`config.mk`:
```
export PLATFORM = sky130hd
export DESIGN_NAME = wda_ctrl
export DESIGN_NICKNAME = d
export VERILOG_FILES = /design/src/rtl/core/wda_pkg.sv /design/src/rtl/core/wda_ctrl.sv
export SDC_FILE = /design/constraint.sdc
export NUM_CORES = 1
export LEC_CHECK = 0
export ABC_AREA = 1
export BUFFER_PORTS_ARGS = -buffer_cell sky130_fd_sc_hd__buf_4
export CAP_MARGIN = 20
export CORE_UTILIZATION = 53
export CTS_CLUSTER_SIZE = 8
export DETAILED_ROUTE_END_ITERATION = 12
export PLACE_DENSITY_LB_ADDON = 0.15
export SYNTH_ARGS = -nofsm -noshare
export SYNTH_HDL_FRONTEND = slang
export SYNTH_SLANG_ARGS = --single-unit
```
`constraint.sdc`:
```
create_clock -name i_clk -period 1.4 [get_ports i_clk]
set_input_delay 0.07 -clock i_clk [delete_from_list [all_inputs] [get_ports i_clk]]
set_output_delay 0.07 -clock i_clk [all_outputs]
set_load 0.01 [all_outputs]
```
`src/rtl/core/wda_pkg.sv`:
```
// ----------------------------------------------------------------------------
// wda_pkg
// Shared types, constants and saturating helpers of the word discrepancy
// accumulator.
// ----------------------------------------------------------------------------
package wda_pkg;

    localparam int N_W     = 20;
    localparam int L_W     = 24;
    localparam int P_W     = 32;
    localparam int EPS_W   = 16;
    localparam int X_W     = 41;
    localparam int MAG_W   = 42;
    localparam int MB_W    = 48;
    localparam int CHUNK_W = 16;
    localparam int MP_W    = 90;
    localparam int Q_W     = 63;
    localparam int LOG_W   = 30;
    localparam int LN_W    = 23;
    localparam int IDX_W   = 3;
    localparam int CFG_W   = 32;
    localparam int IN_W    = 80;
    localparam int OUT_W   = 384;

    localparam logic [62:0] U63_MAX = {63{1'b1}};
    localparam logic [63:0] S64_MAX = {1'b0, {63{1'b1}}};
    localparam logic [63:0] S64_MIN = {1'b1, 63'd0};
    localparam logic [31:0] LN2_Q32 = 32'd2977044472;

    typedef enum logic [2:0] {
        CFG_FLOOR_EPS = 3'd0,
        CFG_BASE_PROB = 3'd1,
        CFG_MODEL_EN  = 3'd2,
        CFG_NULL_EN   = 3'd3,
        CFG_SQ_EN     = 3'd4,
        CFG_PE_EN     = 3'd5,
        CFG_DEV_EN    = 3'd6
    } t_cfg_idx;

    typedef enum logic [3:0] {
        OP_NONE, OP_MUL_EXP, OP_EXP, OP_MUL_SQ, OP_SQ_ACC, OP_MUL_PE, OP_DIV,
        OP_PE_ACC, OP_LOG_N, OP_LOG_X, OP_MUL_LN, OP_MUL_DV, OP_DV_ACC,
        OP_LIN_ACC, OP_EMIT
    } t_op;

    typedef enum logic [3:0] {
        ST_IDLE, ST_WAIT, ST_EXP_MUL, ST_EXP, ST_SQ_MUL, ST_SQ_ACC, ST_PE_MUL,
        ST_DIV, ST_PE_ACC, ST_LOG_N, ST_LOG_X, ST_LN_MUL, ST_DV_MUL, ST_DV_ACC,
        ST_LIN, ST_FIN
    } t_state;

    typedef struct packed {
        t_op  op;
        logic side;
        logic in_ready;
    } t_cmd;

    typedef struct packed {
        logic busy;
        logic last;
        logic n_nz;
        logic out_full;
        logic model_en;
        logic null_en;
        logic sq_en;
        logic pe_en;
        logic dv_en;
    } t_status;

    function automatic logic [62:0] f_sat_add_u63(input logic [62:0] a,
                                                  input logic [62:0] b);
        logic [63:0] s;
        s = {1'b0, a} + {1'b0, b};
        return s[63] ? U63_MAX : s[62:0];
    endfunction

    function automatic logic [63:0] f_sat_add_s64(input logic [63:0] a,
                                                  input logic [63:0] b);
        logic [64:0] s;
        s = {a[63], a} + {b[63], b};
        if (s[64] != s[63]) begin
            return s[64] ? S64_MIN : S64_MAX;
        end
        return s[63:0];
    endfunction

    function automatic logic [63:0] f_clamp_s64(input logic [66:0] v);
        if (v[66:63] == 4'b0000 || v[66:63] == 4'b1111) begin
            return v[63:0];
        end
        return v[66] ? S64_MIN : S64_MAX;
    endfunction

endpackage

```
`src/rtl/core/wda_ctrl.sv`:
```
// ----------------------------------------------------------------------------
// wda_ctrl
// Sequencer: walks each enabled side and family through the datapath units.
// ----------------------------------------------------------------------------
module wda_ctrl (
    input  logic             i_clk,
    input  logic             i_rst_n,
    input  logic             i_s_tvalid,
    input  wda_pkg::t_status i_status,
    output wda_pkg::t_cmd    o_cmd
);

    wda_pkg::t_state r_state, n_state;
    wda_pkg::t_state r_ret, n_ret;
    logic            r_side, n_side;

    always_ff @(posedge i_clk) begin
        if (!i_rst_n) begin
            r_state <= wda_pkg::ST_IDLE;
            r_ret   <= wda_pkg::ST_IDLE;
            r_side  <= 1'b0;
        end else begin
            r_state <= n_state;
            r_ret   <= n_ret;
            r_side  <= n_side;
        end
    end

    always_comb begin
        wda_pkg::t_state nx_side, nx_lin, nx_dv, nx_pe, nx_sq;
        nx_side = (!r_side && i_status.null_en) ? wda_pkg::ST_EXP_MUL : wda_pkg::ST_FIN;
        nx_lin  = (!r_side && i_status.dv_en) ? wda_pkg::ST_LIN : nx_side;
        nx_dv   = (i_status.dv_en && i_status.n_nz) ? wda_pkg::ST_LOG_N : nx_lin;
        nx_pe   = i_status.pe_en ? wda_pkg::ST_PE_MUL : nx_dv;
        nx_sq   = i_status.sq_en ? wda_pkg::ST_SQ_MUL : nx_pe;
        n_state = r_state;
        n_ret   = r_ret;
        n_side  = r_side;
        case (r_state)
            wda_pkg::ST_IDLE: begin
                if (i_s_tvalid) begin
                    if (i_status.model_en) begin
                        n_state = wda_pkg::ST_EXP_MUL;
                        n_side  = 1'b0;
                    end else if (i_status.null_en) begin
                        n_state = wda_pkg::ST_EXP_MUL;
                        n_side  = 1'b1;
                    end else begin
                        n_state = wda_pkg::ST_FIN;
                    end
                end
            end
            wda_pkg::ST_WAIT: begin
                if (!i_status.busy) n_state = r_ret;
            end
            wda_pkg::ST_EXP_MUL: begin
                n_state = wda_pkg::ST_WAIT;
                n_ret   = wda_pkg::ST_EXP;
            end
            wda_pkg::ST_EXP:    n_state = nx_sq;
            wda_pkg::ST_SQ_MUL: begin
                n_state = wda_pkg::ST_WAIT;
                n_ret   = wda_pkg::ST_SQ_ACC;
            end
            wda_pkg::ST_SQ_ACC: n_state = nx_pe;
            wda_pkg::ST_PE_MUL: begin
                n_state = wda_pkg::ST_WAIT;
                n_ret   = wda_pkg::ST_DIV;
            end
            wda_pkg::ST_DIV: begin
                n_state = wda_pkg::ST_WAIT;
                n_ret   = wda_pkg::ST_PE_ACC;
            end
            wda_pkg::ST_PE_ACC: n_state = nx_dv;
            wda_pkg::ST_LOG_N: begin
                n_state = wda_pkg::ST_WAIT;
                n_ret   = wda_pkg::ST_LOG_X;
            end
            wda_pkg::ST_LOG_X: begin
                n_state = wda_pkg::ST_WAIT;
                n_ret   = wda_pkg::ST_LN_MUL;
            end
            wda_pkg::ST_LN_MUL: begin
                n_state = wda_pkg::ST_WAIT;
                n_ret   = wda_pkg::ST_DV_MUL;
            end
            wda_pkg::ST_DV_MUL: begin
                n_state = wda_pkg::ST_WAIT;
                n_ret   = wda_pkg::ST_DV_ACC;
            end
            wda_pkg::ST_DV_ACC: n_state = nx_lin;
            wda_pkg::ST_LIN:    n_state = nx_side;
            wda_pkg::ST_FIN: begin
                if (!i_status.last || !i_status.out_full) n_state = wda_pkg::ST_IDLE;
            end
            default: n_state = wda_pkg::ST_IDLE;
        endcase
        // model side done, move to null side
        if (r_state != wda_pkg::ST_IDLE && n_state == wda_pkg::ST_EXP_MUL) begin
            n_side = 1'b1;
        end
    end

    always_comb begin
        o_cmd.side     = r_side;
        o_cmd.in_ready = r_state == wda_pkg::ST_IDLE;
        case (r_state)
            wda_pkg::ST_EXP_MUL: o_cmd.op = wda_pkg::OP_MUL_EXP;
            wda_pkg::ST_EXP:     o_cmd.op = wda_pkg::OP_EXP;
            wda_pkg::ST_SQ_MUL:  o_cmd.op = wda_pkg::OP_MUL_SQ;
            wda_pkg::ST_SQ_ACC:  o_cmd.op = wda_pkg::OP_SQ_ACC;
            wda_pkg::ST_PE_MUL:  o_cmd.op = wda_pkg::OP_MUL_PE;
            wda_pkg::ST_DIV:     o_cmd.op = wda_pkg::OP_DIV;
            wda_pkg::ST_PE_ACC:  o_cmd.op = wda_pkg::OP_PE_ACC;
            wda_pkg::ST_LOG_N:   o_cmd.op = wda_pkg::OP_LOG_N;
            wda_pkg::ST_LOG_X:   o_cmd.op = wda_pkg::OP_LOG_X;
            wda_pkg::ST_LN_MUL:  o_cmd.op = wda_pkg::OP_MUL_LN;
            wda_pkg::ST_DV_MUL:  o_cmd.op = wda_pkg::OP_MUL_DV;
            wda_pkg::ST_DV_ACC:  o_cmd.op = wda_pkg::OP_DV_ACC;
            wda_pkg::ST_LIN:     o_cmd.op = wda_pkg::OP_LIN_ACC;
            wda_pkg::ST_FIN: begin
                o_cmd.op = (i_status.last && !i_status.out_full) ?
                           wda_pkg::OP_EMIT : wda_pkg::OP_NONE;
            end
            default:             o_cmd.op = wda_pkg::OP_NONE;
        endcase
    end

endmodule

```
Yosys cells after proc, flatten, opt, wreduce, memory -nomap -nowiden:

Cells that the tools add are included.

* output and inout port bits: 6
* register bits after elaboration: 9
* bits of input ports: 12
* word-level logic and storage cells: 55

* eq/ne operators: 16
* reductions and logical operators: 17
* mux-type cells: 19

Operators by type and width (count)
* 4-bit case mux with 14 select lines: 1
* 4-bit two-way mux: 11
* 4-bit case mux with 9 select lines: 1
* 4-bit == test (second input constant): 8
* 4-bit case mux with 8 select lines: 1
* 4-bit by 3-bit == test with 1-bit output (second input constant): 4
* 4-bit by 2-bit == test with 1-bit output (second input constant): 3
* 8-bit nonzero test: 1
* 8-bit OR reduction: 1
* 1-bit logical AND: 5
* 1-bit two-way mux: 5
* 4-bit by 1-bit == test with 1-bit output (second input constant): 1
* 4-bit logical NOT: 1
* 2-bit nonzero test: 2
* 4-bit nonzero test: 1
* 1-bit logical NOT: 3
* 3-bit AND reduction: 1
* 3-bit nonzero test: 1
* 1-bit logical OR: 1

Longest topological paths before layout:

Gate-level depths: netlist of run 1.

* word-level depth: 12
* gate-level depth with buffers: 12
* depth with buffers taken out: 11

Worst setup path after synthesis of run 1:

OpenSTA, ideal clock, no wires.

* path kind: reg2reg
* from: register r_state[0]
* to: register r_side
* slack: 111 ps
* clock period less this slack: 1289 ps
* path buffers: 1
* library setup time: 70 ps
* required time: 1330 ps
* arrival time: 1219 ps
* stages on the path, launching flop included: 11
* cells stage by stage: dfxtp_1 buf_6 nor2_8 nor2_1 nor2_2 nand2_2 nor2_4 nand3_2 nor2_1 nand3_1 a21oi_1

* word-level cells in the longest chain between the ends: 7
* elaborated cells on any way between the ends: 29
* those cells by class: eq/ne: 16; mux: 5; reduce/logical: 8

Ends and longest elaborated chain
* start: declaration: RTL line wda_ctrl.sv:13 `wda_pkg::t_state r_state, n_state;`
* start signal: assignment: RTL line wda_ctrl.sv:19 `r_state <= wda_pkg::ST_IDLE;`
* start signal: assignment: RTL line wda_ctrl.sv:23 `r_state <= n_state;`
* 4-bit == test, or another cell as far along: RTL line wda_ctrl.sv:39 `case (r_state)`
* 8-bit OR reduction (no line)
* 4-bit case mux with 9 select lines: RTL line wda_ctrl.sv:39
* 4-bit by 2-bit == test with 1-bit output: RTL line wda_ctrl.sv:99 `if (r_state != wda_pkg::ST_IDLE && n_state == wda_pkg::ST_EXP_MUL) begin`
* 1-bit logical AND: RTL line wda_ctrl.sv:99
* 3-bit nonzero test (no line) or 2-bit nonzero test (tied branches)
* 3-bit AND reduction (no line)
* end signal: assignment: RTL line wda_ctrl.sv:25 `r_side <= n_side;`
* end: declaration: RTL line wda_ctrl.sv:15 `logic r_side, n_side;`

Parallel ways exist; a longest one is shown, timed or not.
A chain may end at the register's enable or synchronous reset.

Worst setup path after layout of run 1:

* from: register r_state[0]
* to: register r_state[1]

* word-level cells in the longest chain between the ends: 3
* elaborated cells on any way between the ends: 18
* those cells by class: eq/ne: 15; mux: 1; reduce/logical: 2

Ends and longest elaborated chain (RTL line)
* 4-bit == test, or another cell as far along: wda_ctrl.sv:39
* 8-bit OR reduction (no line)
* 4-bit case mux with 9 select lines *: wda_ctrl.sv:39

Every way passes the cells marked *; elsewhere a longest branch is shown, timed or not.

==> results of run 1 <==
==> power by group through the flow <==
stage	logic, mW	clock network, mW	registers [mW]
after CTS	2.20	0.192	0.520
after detailed placement	2.00	0	0.465
final	2.63	0.185	0.532
after global placement	1.98	0	0.462
after global routing	2.75	0.211	0.538
after floorplan	1.25	0	0.436
==> metrics by stage <==
step / instances / utilization, % / area [um2] / total power [mW] / setup WS, ns
3_5_place_dp: 193 / 72.4 / 1080 / 2.46 / -0.112
4_1_cts: 200 / 81.6 / 1210 / 2.91 / -0.0538
2_1_floorplan: 147 / - / 840 / 1.68 / 0.111
5_1_grt: 202 / 87.1 / 1300 / 3.50 / -0.146
6_report: 202 / 87.1 / 1300 / 3.35 / -0.198
3_3_place_gp: 193 / 72.4 / 1080 / 2.44 / -0.127
==> area by class of cell <==
cell class                      count  area [um2]  share of cell area [%]
Clock buffer                        4        26.3                    2.03
Inverter                           21        81.3                    6.27
Multi-Input combinational cell    114         669                    51.6
Sequential cell                     9         193                    14.9
Tap cell                           16        20.0                    1.54
Timing Repair Buffer               38         308                    23.7
==> flip-flops by register name, indices dropped and copies added, names as in the netlist <==
register / flops
r_ret: 4
r_state: 4
r_side: 1
==> kinds of logic after synthesis <==
family | synth area share, %
DFF | 21.5
AOI/OAI and AO/OA | 12.5
buffers and inverters | 13.0
and+or+nand+nor | 53.1
==> worst max-delay path: stages, from the launching register on <==
cell and delay (ns):
dfxtp_4 0.39, buf_6 0.14, nor2_8 0.05, nand2_1 0.16
inv_2 0.09, nor3_1 0.26, nand4_1 0.19, o211ai_1 0.15
inv_1 0.06
==> layout by cell type (no fill, tap or decap), types with 2 or more instances in the layout <==
| cell | instances |
|---|---|
| a21oi_1 | 3 |
| buf_4 | 32 |
| buf_6 | 6 |
| clkbuf_4 | 3 |
| dfxtp_1 | 5 |
| dfxtp_4 | 3 |
| inv_1 | 12 |
| inv_2 | 8 |
| nand2_1 | 38 |
| nand2_2 | 7 |
| nand2_4 | 4 |
| nand3_1 | 14 |
| nand3_2 | 2 |
| nor2_1 | 13 |
| nor2_2 | 4 |
| nor2_4 | 8 |
| nor3_1 | 2 |
| o21ai_0 | 7 |
==> layer usage <==
metal	routed length [um]	share of wire, %	up-vias	track usage (%)
li1	-	-	548	-
met5	0	0	-	0
met2	1580	48	78	53.8
met1	1220	37	541	40.6
met4	176	5.4	0	13.5
met3	282	8.7	22	6.09
==> repair_timing <==
item,CTS,global route
setup endpoints to repair,11,13
resized for setup,28,19
buffers inserted,3,2
pin swaps,10,12
==> final timing paths <==
| check | end | from | cells past startpoint | slack (ns) |
|---|---|---|---|---|
| min reg2reg | r_ret[1] | r_ret[1] | 2 | 0.46 |
| min | r_ret[0] | i_rst_n | 3 | 0.09 |
| max reg2reg | r_state[1] | r_state[0] | 8 | -0.20 |
| max | r_state[1] | r_state[0] | 8 | -0.20 |
==> impl_metrics.toml, run 1 <==
[clock_network]
cts_hold_buf = 0
cts_num_sinks = 9
clk_pin_slew_ns = 0.06
cts_buffers = 3
root_buffer = "clkbuf_4"
clk_latency_ns = 0.25
cts_tree = "done"
h-tree-depth = 1
cts_buffer_depth = 2

[sta]
timing.final.crit_share_pct = 114
tns_ns = -0.585
setup_violations = 7
rsz0062_at_grt = "yes"
tightestPinTransition_ns = 0.278
relSlewSlack_pct = 81.3
final_max_slew_viol_count = 0
finClkSkew_ns = 0.00473
max_clock_freq_ghz = 0.626
holdWs_ns = 0.0890
min_period_ns = 1.60
hold_violations = 0
final.setup.worst_slack_ns = -0.198

[place]
dp_hpwl_um = 1980
place.port_buffers = 17
gp_congestion = 0.958

[die]
floorplan.die_area_um2 = 1750
core_area_um2 = 1490
die_x_um = 41.8
initial_core_util_pct = 56.4
num_rows = 14
num_io_pins = 18
die_h_um = 41.8

[critical_path]
cp.required_ns = 1.54
cp-start-kind = "flip-flop"
path_max_fanout = 4
cp-end-kind = "flip-flop"
path_class = "reg -> reg"
crit_arrival_ns = 1.74

[routing]
wirelength_um = 3260
first_pass_iters = 4
ant_nets = 0
dr_total_vias = 1189
drt-vias-per-instance = 5.89
drc_errors = 0
avgRoutedWirePerCell_um = 16.1
drt_iter0_markers = 74

[logic_synthesis]
synth_area_leaders = "dfxtp_1, nand2_1, nand3_1, nor2_1, inv_1"
synth_cells = 147
synth.net_count = 159
synth-async-reset-ratio_pct = 0
synth_edf_count = 0
avgSynthCellArea_um2 = 5.71
synthFlopType = "dfxtp_1"
syn-cell-area_um2 = 840
synth_cell_types = 27
netlist_top_cells_count = "nand2_1, nor2_1, nand3_1"
yosys.area.top_type = "dfxtp_1"
synth_top_area_share_pct = 21.5
ys_seq_area_share_pct = 21.5
synth.most_common_cell = "nand2_1"
ys_ff_latch = 9
yosysWarnings = 0

[pwr]
p_seq_share_pct = 15.9
ir_worst_vdd_mv = 1.85
switchingPower_mw = 1.70
comb_power_share_pct = 78.6
swShare_pct = 50.7
p_leak_nw = 0.699
pwr-share-clk_pct = 5.5
p_int_mw = 1.65
power_density_nw_per_um2 = 2580

[flow_run]
maxCapViolCount = 0

[status]
violations = "negative setup slack"
status = "finished, violations left"

[finish]
syn_to_final_growth_pct = 54.5
layout.nets = 199
antenna_cells = 0
drive_gt1_share_pct = 44.6
nFillCells = 87

[global_routing]
grt_pass1_vias = 1017
antenna_found_initial = 0
grt_max_degree = 7
grt_overflow = 0
grt_usage_pct = 32.3
grt_first_pass_wirelength_um = 4390

[hold_path]
holdCritPathClass = "in -> reg"
(Power assumes the default switching activity.)
==> run 2: changes to the inputs <==
--- a/config.mk
+++ b/config.mk
@@ -8,6 +8,7 @@
 export ABC_AREA = 1
 export BUFFER_PORTS_ARGS = -buffer_cell sky130_fd_sc_hd__buf_4
 export CAP_MARGIN = 20
+export CORE_MARGIN = 4
 export CORE_UTILIZATION = 53
 export CTS_CLUSTER_SIZE = 8
 export DETAILED_ROUTE_END_ITERATION = 12
==> constraint.sdc (replaced) <==
create_clock -name i_clk -period 1.7 [get_ports i_clk]
set_input_delay 0.085 -clock i_clk [delete_from_list [all_inputs] [get_ports i_clk]]
set_output_delay 0.085 -clock i_clk [all_outputs]
set_load 0.01 [all_outputs]
==> run 2 against run 1 <==
Compared with the run above: the run now ends clean; final area down 21%; sequential share of layout area up 3.1 points; non-clock buffer count decreased by 17; critical endpoint is now o_cmd[4]; largest cell class unchanged; largest power group unchanged.
==> impl_metrics.toml, run 2 (synthesis results as in run 1) <==
[status]
status = "completed"

[sta]
rsz0062_at_grt = "no"
holdWs_ns = 0.0866
setup_violations = 0
hold_violations = 0
finClkSkew_ns = 0.00118
tightestPinTransition_ns = 0.343
max_clock_freq_ghz = 0.647
timing.final.crit_share_pct = 90.9
min_period_ns = 1.54
relSlewSlack_pct = 76.9
tns_ns = 0
final_max_slew_viol_count = 0
final.setup.worst_slack_ns = 0.155

[critical_path]
crit_end = "o_cmd[4]"
cp-end-kind = "output pin"
cp-start-kind = "flip-flop"
path_max_fanout = 7
r2r_cells = 10
r2r_end = "r_side"
r2r-start = "r_state[0]"
crit_arrival_ns = 1.46
crit_path_start = "r_state[0]"
cp.required_ns = 1.62
path_class = "reg -> out"
rrSetupSlack_ns = 0.18

[global_routing]
grt_max_degree = 8
grt_pass1_vias = 915
grt_overflow = 0
antenna_found_initial = 0
grt_usage_pct = 23.4
grt_first_pass_wirelength_um = 3820

[pwr]
power_mw = 1.97
ir_worst_vdd_mv = 1.22
p_leak_nw = 0.555
power_density_nw_per_um2 = 1920

[clock_network]
h-tree-depth = 1
root_buffer = "clkbuf_4"
cts_tree = "done"
cts_num_sinks = 9
cts_resized = 0
clk_pin_slew_ns = 0.06
cts_hold_buf = 0
cts_buffers = 3
post-cts-setup-buffers = 0
clk_latency_ns = 0.25
cts_buffer_depth = 2

[place]
dp_hpwl_um = 1940
post-place-ws_ns = 0.141
placed_area_um2 = 987
gp_congestion = 0.975
place.port_buffers = 17
dp.cells = 181

[finish]
reg_top3 = "r_ret: 4 flops, r_state: 4 flops, r_side: 1 flops"
final_cells = 185
antenna_cells = 0
drive_gt1_share_pct = 27.2
fin_util_pct = 68.1
layout_commonest_cell = "nand2_1"
finalInstanceArea_um2 = 1030
nFillCells = 154
syn_to_final_growth_pct = 22.2
layout.nets = 182
final_cell_mix = "nand2_1, buf_4, nor2_1"

[routing]
first_pass_iters = 6
drc_errors = 0
drt-vias-per-instance = 5.33
dr_total_vias = 986
drt_iter0_markers = 56
ant_nets = 0
avgRoutedWirePerCell_um = 12.7
wirelength_um = 2340

[die]
die_x_um = 47.8
initial_core_util_pct = 55.7
die_h_um = 47.8
core_area_um2 = 1510
num_io_pins = 18
num_rows = 14
floorplan.die_area_um2 = 2280

[flow_run]
maxCapViolCount = 0

[hold_path]
holdCritPathClass = "in -> reg"
## run 2: worst min-delay path by stage
stage,from,depth (start not counted),slack (ns),end
4_1_cts,i_rst_n,3,0.08,r_ret[0]
3_5_place_dp,i_rst_n,3,0.35,r_ret[0]
3_3_place_gp,i_rst_n,3,0.34,r_ret[0]
5_1_grt,i_rst_n,3,0.11,r_ret[0]
6_report,i_rst_n,3,0.09,r_ret[0]
2_1_floorplan,i_rst_n,2,0.21,r_ret[0]
## run 2: critical path, cell delays in order, from the launching register on
cell,delay (ns)
dfxtp_2,0.40
inv_2,0.08
nand2_1,0.12
nor2_1,0.08
inv_1,0.08
nand2_1,0.07
nor2_1,0.14
nand3_1,0.08
buf_4,0.15
## run 2: final cells by class
class                      instances  area [um2]  share of cell area (%)
multi-input combinational        114         559                    54.5
sequential                         9         184                    17.9
timing repair buffer              21         158                    15.4
inverter                          21        78.8                    7.68
clock buffer                       4        26.3                    2.56
tap                               16        20.0                    1.95
## run 2: metal layers
| metal | part of all wire [%] | vias to the layer above | global-route usage (%) |
|---|---|---|---|
| met5 | 0 | - | 0 |
| met4 | 0 | 0 | 6.45 |
| met3 | 5.6 | 0 | 3.38 |
| met2 | 50 | 32 | 39.1 |
| met1 | 45 | 441 | 31.1 |
| li1 | - | 513 | - |
## run 2: where the power goes
group	switching (mW)	leakage, nW	internal, mW	total [mW]
registers	0.106	0.0751	0.312	0.418
logic	0.851	0.464	0.550	1.40
clock network	0.0655	0.0150	0.0898	0.155
